`config.mk`:
```
export PLATFORM = sky130hd
export DESIGN_NAME = indexed_insert_remove_list
export DESIGN_NICKNAME = d
export VERILOG_FILES = /design/src/hdl/iirl_pkg.sv /design/src/hdl/iirl_cell.sv /design/src/hdl/indexed_insert_remove_list.sv
export SDC_FILE = /design/constraint.sdc
export NUM_CORES = 2
export LEC_CHECK = 0
export BUFFER_PORTS_ARGS = -buffer_cell sky130_fd_sc_hd__buf_2
export CORE_MARGIN = 4
export CORE_UTILIZATION = 50
export CTS_BUF_LIST = sky130_fd_sc_hd__clkbuf_4 sky130_fd_sc_hd__clkbuf_8
export CTS_CLUSTER_SIZE = 40
export DETAILED_ROUTE_END_ITERATION = 16
export HOLD_SLACK_MARGIN = 0.06
export PLACE_DENSITY = 0.75
export SYNTH_ARGS = -nofsm -noshare
export SYNTH_HDL_FRONTEND = slang
export SYNTH_SLANG_ARGS = --single-unit
```
`constraint.sdc`:
```
create_clock -name clk -period 6.8 [get_ports clk]
set_input_delay 1.36 -clock clk [delete_from_list [all_inputs] [get_ports clk]]
set_output_delay 1.36 -clock clk [all_outputs]
set_load 0.005 [all_outputs]
```
`src/hdl/iirl_pkg.sv`:
```
// Shared constants, codes and the cell command type of the indexed list.
`timescale 1ns / 1ps
`default_nettype none
package iirl_pkg;

  localparam int CAPACITY = 16;
  localparam int DATA_W   = 32;
  localparam int POS_W    = 5;
  localparam int CNT_OUT_W = 5;
  localparam int CNT_W    = $clog2(CAPACITY + 1);
  localparam int IDX_W    = $clog2(CAPACITY);
  localparam int CMP_W    = (CNT_W > POS_W) ? CNT_W : POS_W;

  typedef enum logic [2:0] {
    OP_INSERT  = 3'd0,
    OP_REMOVE  = 3'd1,
    OP_REPLACE = 3'd2,
    OP_READ    = 3'd3,
    OP_CLEAR   = 3'd4
  } op_t;

  typedef enum logic [1:0] {
    ST_OK    = 2'd0,
    ST_RANGE = 2'd1,
    ST_FULL  = 2'd2
  } status_t;

  typedef struct packed {
    logic              shift_up;
    logic              shift_down;
    logic              wr;
    logic [CMP_W-1:0]  pos;
    logic [CMP_W-1:0]  used;
    logic [DATA_W-1:0] value;
  } cell_cmd_t;

endpackage
`default_nettype wire

```
`src/hdl/iirl_cell.sv`:
```
// One list entry that loads the new word or takes a neighbor's entry.
`timescale 1ns / 1ps
`default_nettype none
module iirl_cell (
  input  wire logic                      clk,
  input  wire logic [iirl_pkg::CMP_W-1:0]  idx,
  input  wire iirl_pkg::cell_cmd_t       cmd,
  input  wire logic [iirl_pkg::DATA_W-1:0] left_data,
  input  wire logic [iirl_pkg::DATA_W-1:0] right_data,
  output logic      [iirl_pkg::DATA_W-1:0] data
);
  import iirl_pkg::*;

  logic [DATA_W-1:0] data_r;
  logic [DATA_W-1:0] data_nxt;

  always_comb begin
    data_nxt = data_r;
    if (cmd.shift_up) begin
      if (idx == cmd.pos) begin
        data_nxt = cmd.value;
      end else if ((idx > cmd.pos) && (idx <= cmd.used)) begin
        data_nxt = left_data;
      end
    end else if (cmd.shift_down) begin
      if ((idx >= cmd.pos) && ((idx + CMP_W'(1)) < cmd.used)) begin
        data_nxt = right_data;
      end
    end else if (cmd.wr) begin
      if (idx == cmd.pos) begin
        data_nxt = cmd.value;
      end
    end
  end

  always_ff @(posedge clk) begin
    data_r <= data_nxt;
  end

  assign data = data_r;

endmodule
`default_nettype wire

```
`src/hdl/indexed_insert_remove_list.sv`:
```
// Top level of the indexed insert/remove list built from a row of entry cells.
// Latency: a result is valid in the cycle after its transaction is accepted.
// Throughput: one item per cycle while out_ready holds; every cell of the row updates
// in the same cycle, so insert and remove shift the whole list at once.
// Reset clears the entry count and the result valid flag; entry words are not cleared.
`timescale 1ns / 1ps
`default_nettype none
module indexed_insert_remove_list (
  input  wire logic                           clk,
  input  wire logic                           rst_n,
  input  wire logic                           in_valid,
  output logic                                in_ready,
  input  wire logic [2:0]                     in_func,
  input  wire logic [iirl_pkg::POS_W-1:0]     in_position,
  input  wire logic signed [iirl_pkg::DATA_W-1:0] in_item_value,
  output logic                                out_valid,
  input  wire logic                           out_ready,
  output logic [1:0]                          out_status,
  output logic signed [iirl_pkg::DATA_W-1:0]  out_read_value,
  output logic [iirl_pkg::CNT_OUT_W-1:0]      out_count,
  output logic                                out_empty_res
);
  import iirl_pkg::*;

  logic [CNT_W-1:0]  used_r;
  logic [CNT_W-1:0]  used_nxt;
  logic              out_valid_r;
  status_t           out_status_r;
  logic [DATA_W-1:0] out_read_value_r;
  logic [CNT_W-1:0]  out_count_r;

  logic              accept;
  op_t               op;
  logic [CMP_W-1:0]  pos_c;
  logic [CMP_W-1:0]  used_c;
  status_t           status_nxt;
  logic [DATA_W-1:0] rd_nxt;
  logic              up;
  logic              down;
  logic              wr;
  cell_cmd_t         cmd;
  logic [DATA_W-1:0] entry [CAPACITY];

  assign in_ready = !out_valid_r || out_ready;
  assign accept   = in_valid && in_ready;
  assign op       = op_t'(in_func);
  assign pos_c    = CMP_W'(in_position);
  assign used_c   = CMP_W'(used_r);

  always_comb begin
    status_nxt = ST_OK;
    rd_nxt     = '0;
    used_nxt   = used_r;
    up         = 1'b0;
    down       = 1'b0;
    wr         = 1'b0;
    case (op)
      OP_INSERT: begin
        if (pos_c > used_c) begin
          status_nxt = ST_RANGE;
        end else if (used_c >= CMP_W'(CAPACITY)) begin
          status_nxt = ST_FULL;
        end else begin
          up       = 1'b1;
          used_nxt = used_r + CNT_W'(1);
        end
      end
      OP_REMOVE: begin
        if (pos_c >= used_c) begin
          status_nxt = ST_RANGE;
        end else begin
          down     = 1'b1;
          used_nxt = used_r - CNT_W'(1);
        end
      end
      OP_REPLACE: begin
        if (pos_c >= used_c) begin
          status_nxt = ST_RANGE;
        end else begin
          wr = 1'b1;
        end
      end
      OP_READ: begin
        if (pos_c >= used_c) begin
          status_nxt = ST_RANGE;
        end else begin
          rd_nxt = entry[pos_c[IDX_W-1:0]];
        end
      end
      OP_CLEAR: begin
        used_nxt = '0;
      end
      default: begin
      end
    endcase
  end

  always_comb begin
    cmd.shift_up   = accept && up;
    cmd.shift_down = accept && down;
    cmd.wr         = accept && wr;
    cmd.pos        = pos_c;
    cmd.used       = used_c;
    cmd.value      = in_item_value;
  end

  for (genvar i = 0; i < CAPACITY; i++) begin : g_cell
    logic [DATA_W-1:0] left_d;
    logic [DATA_W-1:0] right_d;
    if (i == 0) begin : g_first
      assign left_d = in_item_value;
    end else begin : g_mid_l
      assign left_d = entry[i-1];
    end
    if (i == CAPACITY - 1) begin : g_last
      assign right_d = '0;
    end else begin : g_mid_r
      assign right_d = entry[i+1];
    end
    iirl_cell u_cell (
      .clk        (clk),
      .idx        (CMP_W'(i)),
      .cmd        (cmd),
      .left_data  (left_d),
      .right_data (right_d),
      .data       (entry[i])
    );
  end

  always_ff @(posedge clk) begin
    if (!rst_n) begin
      used_r      <= '0;
      out_valid_r <= 1'b0;
    end else begin
      if (accept) begin
        used_r      <= used_nxt;
        out_valid_r <= 1'b1;
      end else if (out_ready) begin
        out_valid_r <= 1'b0;
      end
    end
  end

  always_ff @(posedge clk) begin
    if (accept) begin
      out_status_r     <= status_nxt;
      out_read_value_r <= rd_nxt;
      out_count_r      <= used_nxt;
    end
  end

  assign out_valid      = out_valid_r;
  assign out_status     = out_status_r;
  assign out_read_value = out_read_value_r;
  assign out_count      = CNT_OUT_W'(out_count_r);
  assign out_empty_res  = (out_count_r == '0);

  a_used_bound: assert property (@(posedge clk) disable iff (!rst_n)
    used_r <= CNT_W'(CAPACITY))
    else $error("entry count exceeds capacity");

  a_accept_result: assert property (@(posedge clk) disable iff (!rst_n)
    accept |=> (out_valid && (out_count_r == used_r)))
    else $error("accepted transaction gave no matching result");

  a_full_only_at_cap: assert property (@(posedge clk) disable iff (!rst_n)
    (out_valid_r && (out_status_r == ST_FULL)) |-> (out_count_r == CNT_W'(CAPACITY)))
    else $error("full status while list not full");

  a_failed_keeps_count: assert property (@(posedge clk) disable iff (!rst_n)
    (accept && (status_nxt != ST_OK)) |=> $stable(used_r))
    else $error("failed operation changed the entry count");

endmodule
`default_nettype wire
```
==> results.md <==
* Status: completed
* Worst hold slack at 571.5 ps
* H-tree lvl count at 3
* Setup TNS at 0 ps
* Synth async-reset ratio at 0%
* MaxCap Viol Count at 0
* Final hold vios at 0
* Final period utilization at 70.10%
* Cell taking the most area after synthesis: edfxtp_1
* Max transition margin at 9.092%
* Clock Skews at 40.41 ps
* Clk Latency, worst-skew pair at 730 ps
* Die X at 256.7 um
* R2R Setup Slk at 2030 ps
* Total gr overflow at 0
* Pin count of the biggest net entering global routing at 196
* Seq/Total Area, Yosys at 53.91%
* Post-synthesis net count at 2944
* Post-CTS Resized at 0
* IO Pins at 86
* Via count at 26110
* Die area at 65870 sq um
* Sequential share of power at 50.2%
* Switching share of power at 25.34%
* Synth area leaders: edfxtp_1 (54%), nand2_1 (11%), a22oi_1 (10%), mux4_2 (4.7%), mux2i_1 (3.4%)
* CP Class: flip-flop to flip-flop
* DP HPWL at 60980 um
* Dpl cells at 3556
* Pint at 5.697 mW
* Clock network power share at 40.2%
* CTS tree: built
* Setup ws final at 2033 ps
* Worst hold stages at 2
* Post-Route WL at 106300 um
* Synth Register Bits at 557
* Nets at 2925
* R2r worst-path depth at 8
* Clock sink count at 557
* GP Congestion at 0.9044
* Psw at 1.934 mW
* Post-CTS Setup Repair Bufs at 0
* Drt first pass iters at 8
* WL per Instance at 28.51 um
* CP Capture Type: flip-flop
* Cells after Synth at 2890
* Vias/cell at 7.001
* CTS Hold Buffers Added at 0
* Slew at the pin closest to its max-slew limit at 1361 ps
* Std-Cell Rows at 90
* Core area at 60810 sq um
* Filler cells at 5097
* Slew Viols, Final at 0
* Post-synth top flop: edfxtp_1
* Area share of the largest cell type after synthesis at 53.52%
* Area of the multi-input gates at 13350 sq um
* Cell variety after synth at 69
* Share of post-route cells with drive strength above 1 at 15.29%
* Avg Cell Area, Syn at 10.70 sq um
* Die Ht at 256.7 um
* CTS Buf Count at 95
* First DRT Iteration DRCs at 4496
* Worst-path clk slew at 60 ps
* Warnings from Yosys at 0
* Cell Area, Synth at 30910 sq um
* CP required at 7100 ps
* Worst EP arrival at 5070 ps
* Hold Crit Class: flip-flop to flip-flop
* Comb pwr share at 9.6%
* Hold Crit Start: g_cell[1].u_cell.data[31]
* GR Util All Layers at 30.95%
* Post-synth EDFFs at 551
* Clock tree buffer depth at 3
* First-pass GRT wire length at 157300 um
* Starting Density at 50.84%
* Setup violators final at 0
* Area delta synth->final at 9.653%
* Initial antenna violation count at 4
* Dpl ws at 1591 ps
* Worst vdd ir at 0.2019 mV
* Power Dens Cells at 225.1 nW/um^2
* FF-to-FF Start: used_c[4]
* Port bufs at 85
* Max Fclk at 0.2098 GHz
* Reg area at 16670 sq um
* Worst r2r dst: g_cell[6].u_cell.data[30]
* Leakage power at 12.86 nW
* CP startpoint kind: flip-flop
* Layout Cells excl Fill at 3729
* Min Tclk post-route at 4767 ps
* Antenna-violating nets left at 0
* Vias in the first global route at 25380
* Root buf cell: clkbuf_8
* Drt drc at 0
* RSZ-0062 raised after global routing: false
* Worst hold path endpoint: g_cell[0].u_cell.data[31]
* Worst Path Max Fanout at 32
-- power by group through the flow --
| stage | clock network, mW | registers [mW] | logic, mW |
|---|---|---|---|
| final | 3.07 | 3.83 | 0.732 |
| after global routing | 3.26 | 3.83 | 0.783 |
| after CTS | 3.08 | 3.83 | 0.710 |
| after detailed placement | 0 | 3.90 | 0.709 |
| after global placement | 0 | 3.90 | 0.681 |
| after floorplan | 0 | 3.90 | 0.488 |
-- cells by family after synthesis --
family,Yosys count,share of synthesized area (%)
mux,206,9.463
flops,557,53.91
simple gates,1043,13.22
buf+inv,274,4.161
xor+xnor,1,0.02834
compound gates,799,18.82
fa+ha+maj,10,0.4047
-- worst max-delay path, cell delays in order (launching register included) --
cell and delay (ps):
dfxtp_1 790, inv_1 310, ha_1 400, a21oi_1 230
o221a_2 380, nand3_1 190, a31o_2 470, or3_1 510
nor2_4 1060
-- synth_stat cells, drive strengths merged (2+ instances only) --
cell type  count
o31a           3
o22ai         33
clkbuf       125
dfxtp          6
nor3b          2
buf          139
a22o          64
o221ai        35
a21oi         56
nor4b          3
a22oi        417
o21ai         79
mux4          64
a221o          2
nor2b          3
edfxtp       551
a311oi         3
nand2b         5
inv           10
a211oi        40
a2111oi        2
and2           4
o41ai          2
a31oi          9
a221oi         2
nor3          14
nand3         12
o211ai         4
mux2          38
and3           3
nor4           5
ha            10
nand4          7
mux2i        104
nor2          40
or2            3
nand3b         3
a21o          34
nand2        932
or3            4
o221a          2
-- how the worst max path moves through the flow --
stage	startpoint	to	slack, ps	depth (start not counted)
2_1_floorplan	out_ready	g_cell[14].u_cell.data[0]	260	7
3_3_place_gp	in_position[0]	g_cell[6].u_cell.data[28]	1600	9
3_5_place_dp	in_position[1]	g_cell[6].u_cell.data[27]	1590	8
4_1_cts	used_c[4]	g_cell[6].u_cell.data[30]	2120	8
5_1_grt	used_c[4]	g_cell[6].u_cell.data[18]	1850	8
6_report	used_c[4]	g_cell[6].u_cell.data[30]	2030	8
-- metal layers --
| layer | wire [um] | global-route usage (%) | up-vias |
|---|---|---|---|
| met1 | 36950 | 39.42 | 12480 |
| met5 | 0 | 0.2924 | - |
| met3 | 14570 | 8.368 | 440 |
| met4 | 6133 | 15.62 | 0 |
| met2 | 48650 | 48.99 | 2260 |
| li1 | - | - | 10930 |
-- metrics by stage --
stage | cell area (sq um) | total power, mW | utilization (%)
final | 33900 | 7.631 | 55.75
after global routing | 33890 | 7.866 | 55.74
after CTS | 33890 | 7.620 | 55.73
after detailed placement | 32030 | 4.608 | 52.67
after global placement | 32000 | 4.579 | 52.62
after floorplan | 30920 | 4.384 | -
-- state kept, by name (all words and copies together), names as in the netlist --
register,count
out_status,2
g_cell.u_cell.data,512
out_read_value,32
out_count,5
out_valid,1
used_c,5
-- area by class of cell --
cell class	count	share of cell area, %
repair buffers	148	2.938
clock inverters	43	0.9338
flip-flops and latches	557	49.16
clock buffers	126	4.562
inverters	10	0.1107
diodes	4	0.02953
well taps	782	2.886
multi-input cells	2059	39.38
-- cells in the final DEF, fill, tap and decap left out, drive strengths merged, types with 4 or more instances in the layout --
| master | count |
|---|---|
| nor2 | 40 |
| o221ai | 35 |
| a21oi | 56 |
| a31oi | 9 |
| bufinv | 4 |
| a22oi | 417 |
| nor3 | 14 |
| dfxtp | 6 |
| edfxtp | 551 |
| or3 | 4 |
| diode | 4 |
| mux2i | 104 |
| nor4 | 5 |
| clkinv | 34 |
| buf | 148 |
| inv | 14 |
| o21ai | 79 |
| ha | 10 |
| and2 | 4 |
| o22ai | 33 |
| nand2 | 932 |
| nand2b | 5 |
| nand3 | 12 |
| a211oi | 40 |
| clkbuf | 126 |
| mux2 | 38 |
| mux4 | 64 |
| a21o | 34 |
| o211ai | 4 |
| a22o | 64 |
| nand4 | 7 |
No activity file was read; power rests on OpenSTA's default activity.
